===== config.mk =====
export PLATFORM = sky130hd
export DESIGN_NAME = separated_list_element_match_top
export DESIGN_NICKNAME = d
export VERILOG_FILES = /design/src/rtl/core/slem_pkg.sv /design/src/rtl/core/slem_ram.sv /design/src/rtl/core/slem_engine.sv /design/src/rtl/core/separated_list_element_match_top.sv
export SDC_FILE = /design/constraint.sdc
export NUM_CORES = 1
export LEC_CHECK = 0
export ABC_CLOCK_PERIOD_IN_PS = 4300
export BUFFER_PORTS_ARGS = -buffer_cell sky130_fd_sc_hd__buf_2
export CAP_MARGIN = 20
export CORE_MARGIN = 10
export CORE_UTILIZATION = 56
export CTS_CLUSTER_DIAMETER = 50
export DETAILED_ROUTE_END_ITERATION = 8
export PLACE_DENSITY = 0.74
export RECOVER_POWER = 100
export SLEW_MARGIN = 20
export SYNTH_ARGS = -nofsm -noshare
export SYNTH_HDL_FRONTEND = slang
export SYNTH_SLANG_ARGS = --single-unit
export TNS_END_PERCENT = 20

===== constraint.sdc =====
create_clock -name clk -period 4.3 [get_ports clk]
set_input_delay 0.215 -clock clk [delete_from_list [all_inputs] [get_ports clk]]
set_output_delay 0.215 -clock clk [all_outputs]
set_load 0.02 [all_outputs]

===== src/rtl/core/slem_pkg.sv =====
package slem_pkg;

  localparam int MAX_KEY_LEN_DEF = 64;
  localparam int OFFSET_BITS_DEF = 16;
  localparam int POS_W           = 16;
  localparam int START_W         = 16;
  localparam int CMP_W           = 33;
  localparam int PADDR_W         = 3;
  localparam int PDATA_W         = 32;

  localparam logic [7:0] SEP_CHAR  = 8'h3B;
  localparam logic [7:0] BACKSLASH = 8'h5C;
  localparam logic [7:0] SLASH     = 8'h2F;

  typedef enum logic [1:0] {
    CMD_CLEAR_KEY  = 2'd0,
    CMD_APPEND_KEY = 2'd1,
    CMD_SEQ_BYTE   = 2'd2,
    CMD_EMPTY_SEQ  = 2'd3
  } cmd_t;

  typedef enum logic {
    REG_PATH_MODE    = 1'b0,
    REG_START_OFFSET = 1'b1
  } reg_idx_t;

  typedef struct packed {
    cmd_t       command;
    logic [7:0] character;
    logic       last;
  } req_t;

  typedef struct packed {
    logic             found;
    logic [POS_W-1:0] position;
    logic             key_too_long;
    logic             sequence_too_long;
  } rsp_t;

  typedef struct packed {
    logic               path_mode;
    logic [START_W-1:0] start_offset;
  } cfg_t;

  function automatic logic [7:0] fold(input logic [7:0] c, input logic path_mode);
    logic [7:0] r;
    r = c;
    if (path_mode && c == BACKSLASH) begin
      r = SLASH;
    end else if (c >= 8'h41 && c <= 8'h5A) begin
      r = c + 8'h20;
    end
    return r;
  endfunction

  function automatic logic has_result(input req_t w);
    return (w.command == CMD_EMPTY_SEQ) || (w.command == CMD_SEQ_BYTE && w.last);
  endfunction

endpackage


===== src/rtl/core/slem_ram.sv =====
module slem_ram #(
  parameter int WIDTH = 8,
  parameter int DEPTH = 64
) (
  input  logic                     clk,
  input  logic                     we,
  input  logic [$clog2(DEPTH)-1:0] waddr,
  input  logic [WIDTH-1:0]         wdata,
  input  logic [$clog2(DEPTH)-1:0] raddr,
  output logic [WIDTH-1:0]         rdata
);

  logic [WIDTH-1:0] mem [DEPTH];

  always_ff @(posedge clk) begin
    if (we) begin
      mem[waddr] <= wdata;
    end
    rdata <= mem[raddr];
  end

endmodule


===== src/rtl/core/slem_engine.sv =====
module slem_engine #(
  parameter int MAX_KEY_LEN = 64,
  parameter int OFFSET_BITS = 16
) (
  input  logic          clk,
  input  logic          rst,
  input  logic          accept,
  input  slem_pkg::req_t item,
  input  slem_pkg::cfg_t cfg,
  output logic          res_valid,
  output slem_pkg::rsp_t res
);
  import slem_pkg::*;

  localparam int KIDX_W = $clog2(MAX_KEY_LEN + 1);
  localparam int AW     = $clog2(MAX_KEY_LEN);
  localparam int OFS_W  = OFFSET_BITS + 1;

  logic [KIDX_W-1:0]      key_length, key_length_next;
  logic                   key_overflow, key_overflow_next;
  logic [OFS_W-1:0]       byte_offset, byte_offset_next;
  logic [OFFSET_BITS-1:0] part_start, part_start_next;
  logic [KIDX_W-1:0]      compare_index, compare_index_next;
  logic                   in_part, in_part_next;
  logic                   part_mismatch, part_mismatch_next;
  logic                   match_done, match_done_next;
  logic [OFFSET_BITS-1:0] match_offset, match_offset_next;
  logic                   sequence_ended, sequence_ended_next;
  logic                   seq_overflow, seq_overflow_next;

  logic          wr_en;
  logic [AW-1:0] wr_addr;
  logic [AW-1:0] rd_addr;
  logic [7:0]    ram_q;
  logic          fwd_hit;
  logic [7:0]    fwd_data;
  logic [7:0]    key_byte;
  logic [7:0]    f;

  slem_ram #(
    .WIDTH(8),
    .DEPTH(MAX_KEY_LEN)
  ) u_key_ram (
    .clk  (clk),
    .we   (wr_en),
    .waddr(wr_addr),
    .wdata(item.character),
    .raddr(rd_addr),
    .rdata(ram_q)
  );

  // key byte for the next compare was fetched last cycle; patch a same-cycle write
  assign key_byte = fwd_hit ? fwd_data : ram_q;
  assign f        = fold(item.character, cfg.path_mode);
  assign wr_addr  = key_length[AW-1:0];

  always_comb begin
    key_length_next     = key_length;
    key_overflow_next   = key_overflow;
    byte_offset_next    = byte_offset;
    part_start_next     = part_start;
    compare_index_next  = compare_index;
    in_part_next        = in_part;
    part_mismatch_next  = part_mismatch;
    match_done_next     = match_done;
    match_offset_next   = match_offset;
    sequence_ended_next = sequence_ended;
    seq_overflow_next   = seq_overflow;
    wr_en               = 1'b0;
    res_valid           = 1'b0;
    res                 = '0;

    if (accept) begin
      case (item.command)
        CMD_CLEAR_KEY: begin
          key_length_next   = '0;
          key_overflow_next = 1'b0;
        end
        CMD_APPEND_KEY: begin
          if (key_length < KIDX_W'(MAX_KEY_LEN)) begin
            wr_en           = 1'b1;
            key_length_next = key_length + 1'b1;
          end else begin
            key_overflow_next = 1'b1;
          end
        end
        CMD_EMPTY_SEQ: begin
          res_valid        = 1'b1;
          res.key_too_long = key_overflow;
          byte_offset_next    = '0;
          part_start_next     = '0;
          compare_index_next  = '0;
          in_part_next        = 1'b0;
          part_mismatch_next  = 1'b0;
          match_done_next     = 1'b0;
          match_offset_next   = '0;
          sequence_ended_next = 1'b0;
          seq_overflow_next   = 1'b0;
        end
        CMD_SEQ_BYTE: begin
          if (!sequence_ended) begin
            if (byte_offset[OFFSET_BITS]) begin
              seq_overflow_next = 1'b1;
            end else if (item.character == 8'h00) begin
              if (in_part && !match_done && !part_mismatch &&
                  compare_index == key_length) begin
                match_done_next   = 1'b1;
                match_offset_next = part_start;
              end
              in_part_next        = 1'b0;
              sequence_ended_next = 1'b1;
            end else begin
              if (CMP_W'(byte_offset) >= CMP_W'(cfg.start_offset) && !match_done) begin
                if (f == SEP_CHAR) begin
                  if (in_part && !part_mismatch && compare_index == key_length) begin
                    match_done_next   = 1'b1;
                    match_offset_next = part_start;
                  end
                  in_part_next = 1'b0;
                end else begin
                  if (!in_part) begin
                    in_part_next       = 1'b1;
                    part_start_next    = byte_offset[OFFSET_BITS-1:0];
                    compare_index_next = '0;
                    part_mismatch_next = 1'b0;
                  end
                  if (!part_mismatch_next) begin
                    if (compare_index_next < key_length &&
                        fold(key_byte, cfg.path_mode) == f) begin
                      compare_index_next = compare_index_next + 1'b1;
                    end else begin
                      part_mismatch_next = 1'b1;
                    end
                  end
                end
              end
              byte_offset_next = byte_offset + 1'b1;
            end
          end

          if (item.last) begin
            // close the open part, then report and drop the sequence state
            if (in_part_next && !match_done_next && !part_mismatch_next &&
                compare_index_next == key_length) begin
              match_done_next   = 1'b1;
              match_offset_next = part_start_next;
            end
            res_valid             = 1'b1;
            res.key_too_long      = key_overflow;
            res.sequence_too_long = seq_overflow_next;
            if (!key_overflow && !seq_overflow_next) begin
              if (key_length == '0) begin
                res.found = 1'b1;
              end else if (match_done_next) begin
                res.found    = 1'b1;
                res.position = POS_W'(match_offset_next);
              end
            end
            byte_offset_next    = '0;
            part_start_next     = '0;
            compare_index_next  = '0;
            in_part_next        = 1'b0;
            part_mismatch_next  = 1'b0;
            match_done_next     = 1'b0;
            match_offset_next   = '0;
            sequence_ended_next = 1'b0;
            seq_overflow_next   = 1'b0;
          end
        end
        default: begin
        end
      endcase
    end

    // fetch the key byte the following word will compare against
    rd_addr = in_part_next ? compare_index_next[AW-1:0] : '0;
  end

  always_ff @(posedge clk) begin
    if (rst) begin
      key_length     <= '0;
      key_overflow   <= 1'b0;
      byte_offset    <= '0;
      part_start     <= '0;
      compare_index  <= '0;
      in_part        <= 1'b0;
      part_mismatch  <= 1'b0;
      match_done     <= 1'b0;
      match_offset   <= '0;
      sequence_ended <= 1'b0;
      seq_overflow   <= 1'b0;
      fwd_hit        <= 1'b0;
    end else begin
      key_length     <= key_length_next;
      key_overflow   <= key_overflow_next;
      byte_offset    <= byte_offset_next;
      part_start     <= part_start_next;
      compare_index  <= compare_index_next;
      in_part        <= in_part_next;
      part_mismatch  <= part_mismatch_next;
      match_done     <= match_done_next;
      match_offset   <= match_offset_next;
      sequence_ended <= sequence_ended_next;
      seq_overflow   <= seq_overflow_next;
      fwd_hit        <= wr_en && (wr_addr == rd_addr);
    end
  end

  always_ff @(posedge clk) begin
    fwd_data <= item.character;
  end

endmodule


===== src/rtl/core/separated_list_element_match_top.sv =====
// Whole-part matcher for ';'-separated lists, case-insensitive. Load a key with
// append words (after a clear), then stream sequence bytes; one result word comes
// out on the byte marked last, or on an empty-sequence word. The block takes one
// word every clock cycle: the key byte that the next sequence byte compares
// against is read from the key RAM ahead of time, with a write to the same
// entry forwarded, so no word waits on the RAM. A result sits in an output
// register; words that make no result keep flowing while it waits, and a word
// that makes one is held off only while that register is full and stalled. The
// key RAM needs no clearing pass after reset. Registers: path_mode at 0x0,
// start_offset at 0x4; write only while the block is idle.
module separated_list_element_match_top #(
  parameter int MAX_KEY_LEN = slem_pkg::MAX_KEY_LEN_DEF,
  parameter int OFFSET_BITS = slem_pkg::OFFSET_BITS_DEF
) (
  input  logic                          clk,
  input  logic                          rst,
  input  logic                          req_valid,
  output logic                          req_stall,
  input  slem_pkg::req_t                req,
  output logic                          rsp_valid,
  input  logic                          rsp_stall,
  output slem_pkg::rsp_t                rsp,
  input  logic                          psel,
  input  logic                          penable,
  input  logic                          pwrite,
  input  logic [slem_pkg::PADDR_W-1:0]  paddr,
  input  logic [slem_pkg::PDATA_W-1:0]  pwdata,
  output logic [slem_pkg::PDATA_W-1:0]  prdata,
  output logic                          pready
);
  import slem_pkg::*;

  cfg_t cfg;
  logic accept;
  logic res_valid;
  rsp_t res;

  assign pready    = 1'b1;
  assign req_stall = rsp_valid && rsp_stall && has_result(req);
  assign accept    = req_valid && !req_stall;

  always_ff @(posedge clk) begin
    if (rst) begin
      cfg.path_mode    <= 1'b1;
      cfg.start_offset <= '0;
    end else if (psel && penable && pwrite) begin
      case (reg_idx_t'(paddr[2]))
        REG_PATH_MODE:    cfg.path_mode    <= pwdata[0];
        REG_START_OFFSET: cfg.start_offset <= pwdata[START_W-1:0];
        default: begin
        end
      endcase
    end
  end

  always_comb begin
    case (reg_idx_t'(paddr[2]))
      REG_PATH_MODE:    prdata = PDATA_W'(cfg.path_mode);
      REG_START_OFFSET: prdata = PDATA_W'(cfg.start_offset);
      default:          prdata = '0;
    endcase
  end

  slem_engine #(
    .MAX_KEY_LEN(MAX_KEY_LEN),
    .OFFSET_BITS(OFFSET_BITS)
  ) u_engine (
    .clk      (clk),
    .rst      (rst),
    .accept   (accept),
    .item     (req),
    .cfg      (cfg),
    .res_valid(res_valid),
    .res      (res)
  );

  always_ff @(posedge clk) begin
    if (rst) begin
      rsp_valid <= 1'b0;
    end else if (res_valid) begin
      rsp_valid <= 1'b1;
    end else if (!rsp_stall) begin
      rsp_valid <= 1'b0;
    end
  end

  always_ff @(posedge clk) begin
    if (res_valid) begin
      rsp <= res;
    end
  end

endmodule


==> results.md, run 1 <==
- Worst-path fanout max: 8
- Ys async rst share: 0%
- LEAKAGE: approximately 12 nW
- Actual slew at the worst max-slew pin: between 3 and 4 ns
- DRC: 0
- Post-Syn Area per Cell: 12.1 sq um
- Largest net degree at the start of global routing: 65
- CTS Sinks: 635
- CTS root buffer: clkbuf_16
- IO Pins: 107
- Flops & latches, synth: between 600 and 700
- Startpoint types: flip-flop
- DRT iter0 DRCs: 2780
- Critical path launch point: u_engine.in_part
- VDD IR max: 0.000516 V
- Ant. Diodes: 0
- Highest-count cells in the layout ignoring fill and taps: 531 x edfxtp_1, 330 x buf_4, 264 x nand2_1, 197 x nor2_1, 102 x dfxtp_1
- Pre-antenna DRT Iters: 5
- Nets@finish: about 2800
- Synth warnings: 0
- Min cycle time layout: 4.52 ns
- Final Worst Setup Slack: -0.223 ns
- Max Clock Freq: 0.221 GHz
- Layout area overhead: 26.2%
- Port-buffer cells: 71
- Clk Latency, worst-skew pair: between 0.6 and 0.7 ns
- Reg clk slew, reported paths: 0.06 ns
- GRT Total Usage: about 29%
- Clock Skews: ~0.027 ns
- Slowest stage cell, crit path: or4_1
- Clock tree from TritonCTS: built
- HP Start: req[0]
- Overflow after GRT: 0
- Dpl ws: -0.632 ns
- Worst Path Arrival: 5.03 ns
- Synth Instances: 2286
- Top_reg_cell synth: edfxtp_1
- Final slew viol count: 253
- Post-synth cell types: 86
- Initial core utilization: between 50% and 60%
- DR WL/cell: 26.0 um
- Share of the yosys chip area belonging to registers: 65.1%
- Worst Setup End Kind: flip-flop
- Total number of vias: 21645
- Crit path largest cell delay: 0.46 ns
- Max-cap violations: 6
- EDFF count, synth: 531
- Share of cells above drive strength 1: between 20% and 30%
- Required time of the critical path: 4.81 ns
- Critical path, cell by cell: buf_6 -> and2_4 -> ha_4 -> o21a_1 -> o211ai_1 -> a21oi_2 -> or3_1 -> or4_4 -> buf_6 -> nor4_4 -> buf_4 -> a21oi_4 -> buf_6 -> a21oi_4 -> buf_12 -> buf_6 -> mux2i_4 -> a221oi_2 -> or4_1 -> o41ai_2 -> buf_4 -> o32ai_1
- Die Y-Extent: between 200 and 250 um
- Detailed placement HPWL: 60900 um
- CTS buffer count: 70
- WL final: 89500 um
- GP Congestion: 0.995
- Hold WC Path Type: input pin to flip-flop
- Clock Path Buffers: 3
- Final setup violation count: 8
- Worst slew margin: -102%
- Critical path's most frequent cell: buf_6
- Die area: 58700 sq um
- Outcome: finished, violations left
- Vias in the first global route: 21060
- Top cells by area, synth: edfxtp_1 58%, dfxtp_1 7.5%, mux2i_1 3.9%, nand2_1 3.7%, nor2_1 2.8%
- Rows: 81
- Power Total: 13.1 mW
- Via/cell ratio: 6.29
- Dominant cell type by area after synthesis: edfxtp_1
- RSZ-0062 raised after global routing: true
- Crit path kind: flip-flop to flip-flop
- Yosys top cell area share: 57.6%
- Failing checks: capacitance limit, slew limit, setup timing
- Reg-to-Reg Start: u_engine.in_part
- Antenna violations before repair: 0
- Core area: a little under 50000 sq um
- Detail Route Antenna Nets: 0
- Final period utilization: 105%
- Synthesized cell area: 27700 sq um
- Hold Violations, Final: 0
- Commonest non-fill, non-tap cell in the layout: edfxtp_1
- Die X-Extent: ~240 um
- First-pass GRT wire length: around 130000 um
- Final design utilization: 71.4%
- H-tree Lvls: 3
- Power density cells: 374 nW/um^2
- Worst hold slack: 0.0398 ns
what timing repair did:
| item | 4_1_cts | 5_1_grt |
|---|---|---|
| gates resized for setup | 71 | 108 |
| hold buffers | 19 | 0 |
| gates cloned | 1 | 0 |
| pin swaps | 39 | 42 |
| hold endpoints to repair | 28 | 0 |
| buffers inserted | 27 | 15 |
| endpoints found under the setup margin | 26 | 26 |
worst max-delay path: cells and delay by family, from the launching register on:
family	cells	cell delay (ns)
adder cells (fa/ha/maj)	1	0.20
buffers and inverters	7	1.10
flip-flops	1	0.37
AND/OR/NAND/NOR	5	1.69
multiplexers	1	0.23
AO/OA/AOI/OAI	8	0.82
cells in the mapped netlist, drive strengths merged (28+ instances only):
cell    number
clkbuf      91
mux2i      108
nand2      274
edfxtp     531
nand3      101
and2        51
ha          28
nor3        43
nor2       211
buf         59
o22ai       43
a21oi      105
xnor2       31
a31oi       28
dfxtp      104
a22oi       51
o21ai       69
inv         39
path summary, 6_finish.rpt:
| kind | slack [ns] | end | cells past startpoint |
|---|---|---|---|
| max reg2reg | -0.22 | u_engine.u_key_ram.rdata[1] | 22 |
| min | 0.04 | rsp[0] | 3 |
| min reg2reg | 0.48 | cfg[10] | 2 |
| max | -0.22 | u_engine.u_key_ram.rdata[1] | 22 |
state kept, by name, indices dropped and copies added, names as in the netlist:
name,cells
u_engine.match_offset,16
u_engine.u_key_ram.rdata,8
u_engine.key_length,7
u_engine.fwd_data,8
cfg,17
u_engine.sequence_ended,1
u_engine.in_part,1
u_engine.match_done,1
u_engine.part_mismatch,1
u_engine.fwd_hit,1
u_engine.u_key_ram.mem,512
rsp_valid,1
rsp,19
u_engine.byte_offset,17
u_engine.key_overflow,1
u_engine.part_start,16
u_engine.compare_index,7
u_engine.seq_overflow,1
area by class of cell:
class,instances,area [sq um]
clock buffer,85,1850
clock inverter,41,350
fill,3415,14000
inverter,39,146
multi-input combinational,1477,9760
sequential,635,18000
tap,664,831
timing repair buffer,499,3970
per-stage QoR:
stage	setup TNS, ns	area (sq um)	std cells
final	-1.21	34900	3440
after global routing	-2.49	34900	3440
after CTS	-1.17	34400	3426
after detailed placement	-8.47	31500	3254
after global placement	-6.28	31500	3254
after floorplan	0	27800	2301
power by group:
part	internal (mW)	leakage, nW	switching, mW
sequential	6.68	5.64	0.0137
clock	3.29	1.07	2.52
combinational	0.194	5.55	0.372
per-layer routing:
layer / vias up / wire length (um) / track usage, %
met2: 1285 / 41700 / 46.1
met5: - / 0 / 0
met4: 0 / 4090 / 12.7
met3: 263 / 8860 / 5.72
li1: 9490 / - / -
met1: 10607 / 34900 / 39.7
cell families (layout without fill, tap and decap cells):
logic type               Yosys count  count (layout)  share of synthesized area (%)
AO/OA/AOI/OAI                    463             463                           11.4
adder cells (fa/ha/maj)           28              28                           1.27
AND/OR/NAND/NOR                  813             813                           13.8
other                              2              17                         0.0271
buffers and inverters            189             664                           2.95
flip-flops                       635             635                           65.1
XOR/XNOR                          42              42                           1.33
multiplexers                     114             114                           4.15
No activity file was read; power rests on OpenSTA's default activity.
==> run 2: changes to the inputs <==
--- a/config.mk
+++ b/config.mk
@@ -14,6 +14,7 @@
 export DETAILED_ROUTE_END_ITERATION = 8
 export PLACE_DENSITY = 0.74
 export RECOVER_POWER = 100
+export SETUP_SLACK_MARGIN = 0.1
 export SLEW_MARGIN = 20
 export SYNTH_ARGS = -nofsm -noshare
 export SYNTH_HDL_FRONTEND = slang
==> run 2 against run 1 <==
  * The flow still finishes with violations (capacitance limit, slew limit, setup timing)
  * Power is 0.57% lower
  * Clock skew grew 0.0015 ns
  * Largest cell class unchanged
  * Via count grew 0.27%
  * Global-route usage down 0.69 points
  * Clock-buffer cell count rose by 5
  * Combinational power rose by 1%
  * Clock power shrank 1%
  * Worst hold slack worse by 0.013 ns
  * Non-clock buffer count grew 4
  * Critical endpoint is now u_engine.u_key_ram.rdata[5]
  * Routed wire length fell by 1.6%
  * Critical path depth is 1 lower
==> results.md, run 2 (same netlist as run 1, synthesis figures left out) <==
- Outcome: finished, violations left
- Failing checks: capacitance limit, slew limit, setup timing
- Detail Route Antenna Nets: 0 (unchanged)
- Worst Path Arrival: 5.17 ns (+0.14 ns)
- CP Capture Point: u_engine.u_key_ram.rdata[5]
- Reg with most FFs: u_engine.u_key_ram.mem
- Highest-count cells in the layout ignoring fill and taps: 531 x edfxtp_1, 324 x buf_4, 263 x nand2_1, 197 x nor2_1, 102 x mux2i_1
- Biggest registers after layout: u_engine.u_key_ram.mem x512, rsp x19
- Largest net degree at the start of global routing: 69 (+6.2%)
- Reg clk slew, reported paths: 0.06 ns (about the same)
- Worst slew margin: -112% (-10 points)
- Die X-Extent: 242 um (unchanged)
- Detailed placement HPWL: 58600 um (-3.7%)
- Worst-path fanout max: 7 (-1)
- Met3 WL post-DR: 9270 um (+4.6%)
- VDD IR max: 0.000388 V (-25%)
- IO Pins: 107 (unchanged)
- Power density cells: 367 nW/um^2 (-1.8%)
- Final period utilization: 107% (+2.1 points)
- GP Congestion: 1.03 (+3.1%)
- Die area: 58700 sq um (unchanged)
- Switch Pwr: 2.83 mW (-2.6%)
- Dpl ws: -0.694 ns (-0.0618 ns)
- Worst hold slack: 0.0269 ns (-0.0129 ns)
- Core area: 49000 sq um (unchanged)
- DRC: 0 (unchanged)
- CTS root buffer: clkbuf_16
- Required time of the critical path: 4.86 ns (+0.05 ns)
- Clock network fraction of total power: 44.1% (-0.4 points)
- First-pass GRT wire length: 130000 um (-1.7%)
- DR top layer: met5
- Pre-antenna DRT Iters: 6 (+1)
- Hold Violations, Final: 0 (unchanged)
- R2R setup slack: -0.31 ns (-0.09 ns)
- Clock Skews: 0.0284 ns (+0.00150 ns)
- Layout area overhead: 27.8%
- Gate power share: 4.4% (about the same)
- Overflow after GRT: 0 (unchanged)
- Rows: 81 (unchanged)
- Die Y-Extent: 242 um (unchanged)
- Clock tree from TritonCTS: built
- LEAKAGE: 12.4 nW (+1.4%)
- Min cycle time layout: 4.61 ns (+0.0891 ns)
- Critical R2R Capture: u_engine.u_key_ram.rdata[5]
- Sw frac: 21.8% (-0.46 points)
- Crit path kind: flip-flop to flip-flop
- GRT Total Usage: 28.8% (-0.69 points)
- DR WL/cell: 25.6 um (-1.8%)
- Antenna violations before repair: 5 (+5)
- Reg2reg path depth: 21 (-4.5%)
- Nets@finish: 2806 (+0.11%)
- Total number of vias: 21703 (+0.27%)
- H-tree Lvls: 3 (unchanged)
- Clock Path Buffers: 3 (unchanged)
- RSZ-0062 raised after global routing: true
- CTS Sinks: 635 (unchanged)
- Via/cell ratio: 6.30 (+0.12%)
- Critical path launch point: cfg[15]
- Actual slew at the worst max-slew pin: 3.19 ns (+0.155 ns)
- Max-cap violations: 8 (+2)
- Final Worst Setup Slack: -0.312 ns (-0.0891 ns)
- Vias in the first global route: 21106 (+0.22%)
- Reg-to-Reg Start: cfg[15]
- CTS buffer count: 69 (-1.4%)
- Wl on met1: 33800 um (-3.3%)
- Hold WC Path Type: input pin to flip-flop
- DRT iter0 DRCs: 2836 (+2.0%)
- WL final: 88100 um (-1.6%)
- Clk Latency, worst-skew pair: 0.62 ns (about the same)
- Sequential group share of total power: 51.5% (+0.3 points)
- Commonest non-fill, non-tap cell in the layout: edfxtp_1
- Port-buffer cells: 71 (unchanged)
- Max FFs per register: 512 (unchanged)
- Total internal power: 10.2 mW (about the same)
- Total negative slack: -1.85 ns (-0.641 ns)
- Max Clock Freq: 0.217 GHz (-1.9%)
- Startpoint types: flip-flop
- Share of cells above drive strength 1: 25.5% (+1.4 points)
- Initial core utilization: 56.6% (unchanged)
- Final slew viol count: 381 (+51%)
- Final setup violation count: 20 (+12)
- Worst Setup End Kind: flip-flop
- Met2 wire length: 41000 um (-1.5%)
-- run 2: power groups by stage --
stage          Clock, mW  Combinational (mW)  Sequential [mW]
6_report            5.73               0.574             6.70
5_1_grt             6.01               0.607             6.69
4_1_cts             5.76               0.544             6.69
3_5_place_dp           0               0.504             6.82
3_3_place_gp           0               0.495             6.82
2_1_floorplan          0               0.220             6.82
-- run 2: timing repair --
action | in CTS | in global routing
gates resized for setup | 139 | 118
endpoints found under the setup margin | 26 | 26
hold endpoints to repair | 19 | 0
buffers inserted | 27 | 24
cloned | 2 | 3
pin swaps | 49 | 59
hold buffers | 19 | 0
-- run 2: area by class of cell --
cell class,count,area (sq um)
flip-flops and latches,635,18000
repair buffers,503,4140
clock inverters,34,319
inverters,39,146
diodes,3,7.51
fillers,3289,13600
clock buffers,90,1870
multi-input cells,1477,10000
well taps,664,831
-- run 2: routing by layer --
metal,global-route usage (%),vias up
met5,0,-
met4,12.9,4
met3,6.97,239
met2,45.1,1314
met1,37.5,10645
li1,-,9501
-- run 2: per-stage QoR --
stage          utilization (%)  cell area, sq um  total power, mW  cells
2_1_floorplan                -             27800             7.04   2301
3_3_place_gp              64.0             31300             7.31   3243
3_5_place_dp              64.0             31300             7.32   3243
4_1_cts                   71.0             34700             13.0   3415
5_1_grt                   72.3             35400             13.3   3445
6_report                  72.3             35400             13.0   3445
-- run 2: worst min path at each step --
stage                         start              endpoint  depth (start not counted)
final                        req[0]                rsp[0]                          3
after floorplan              req[1]  u_engine.fwd_data[0]                          0
after global placement    rsp_valid             rsp_valid                          2
after global routing         req[0]                rsp[0]                          3
after detailed placement  pwdata[4]                cfg[4]                          3
after CTS                    req[0]                rsp[0]                          3
-- run 2: critical path, cell delays in order, from the launching register on --
cell	delay, ns
dfxtp_2	0.33
inv_1	0.06
ha_4	0.26
and3_4	0.19
nand3_4	0.10
nor4b_4	0.31
buf_4	0.17
a211oi_2	0.04
buf_4	0.16
or2_4	0.24
buf_6	0.12
or3_4	0.38
nor4_4	0.34
a221o_1	0.25
nor2_4	0.11
buf_6	0.13
mux2i_2	0.15
buf_4	0.14
a221o_1	0.39
a221oi_2	0.37
o31a_1	0.21
a211o_1	0.10
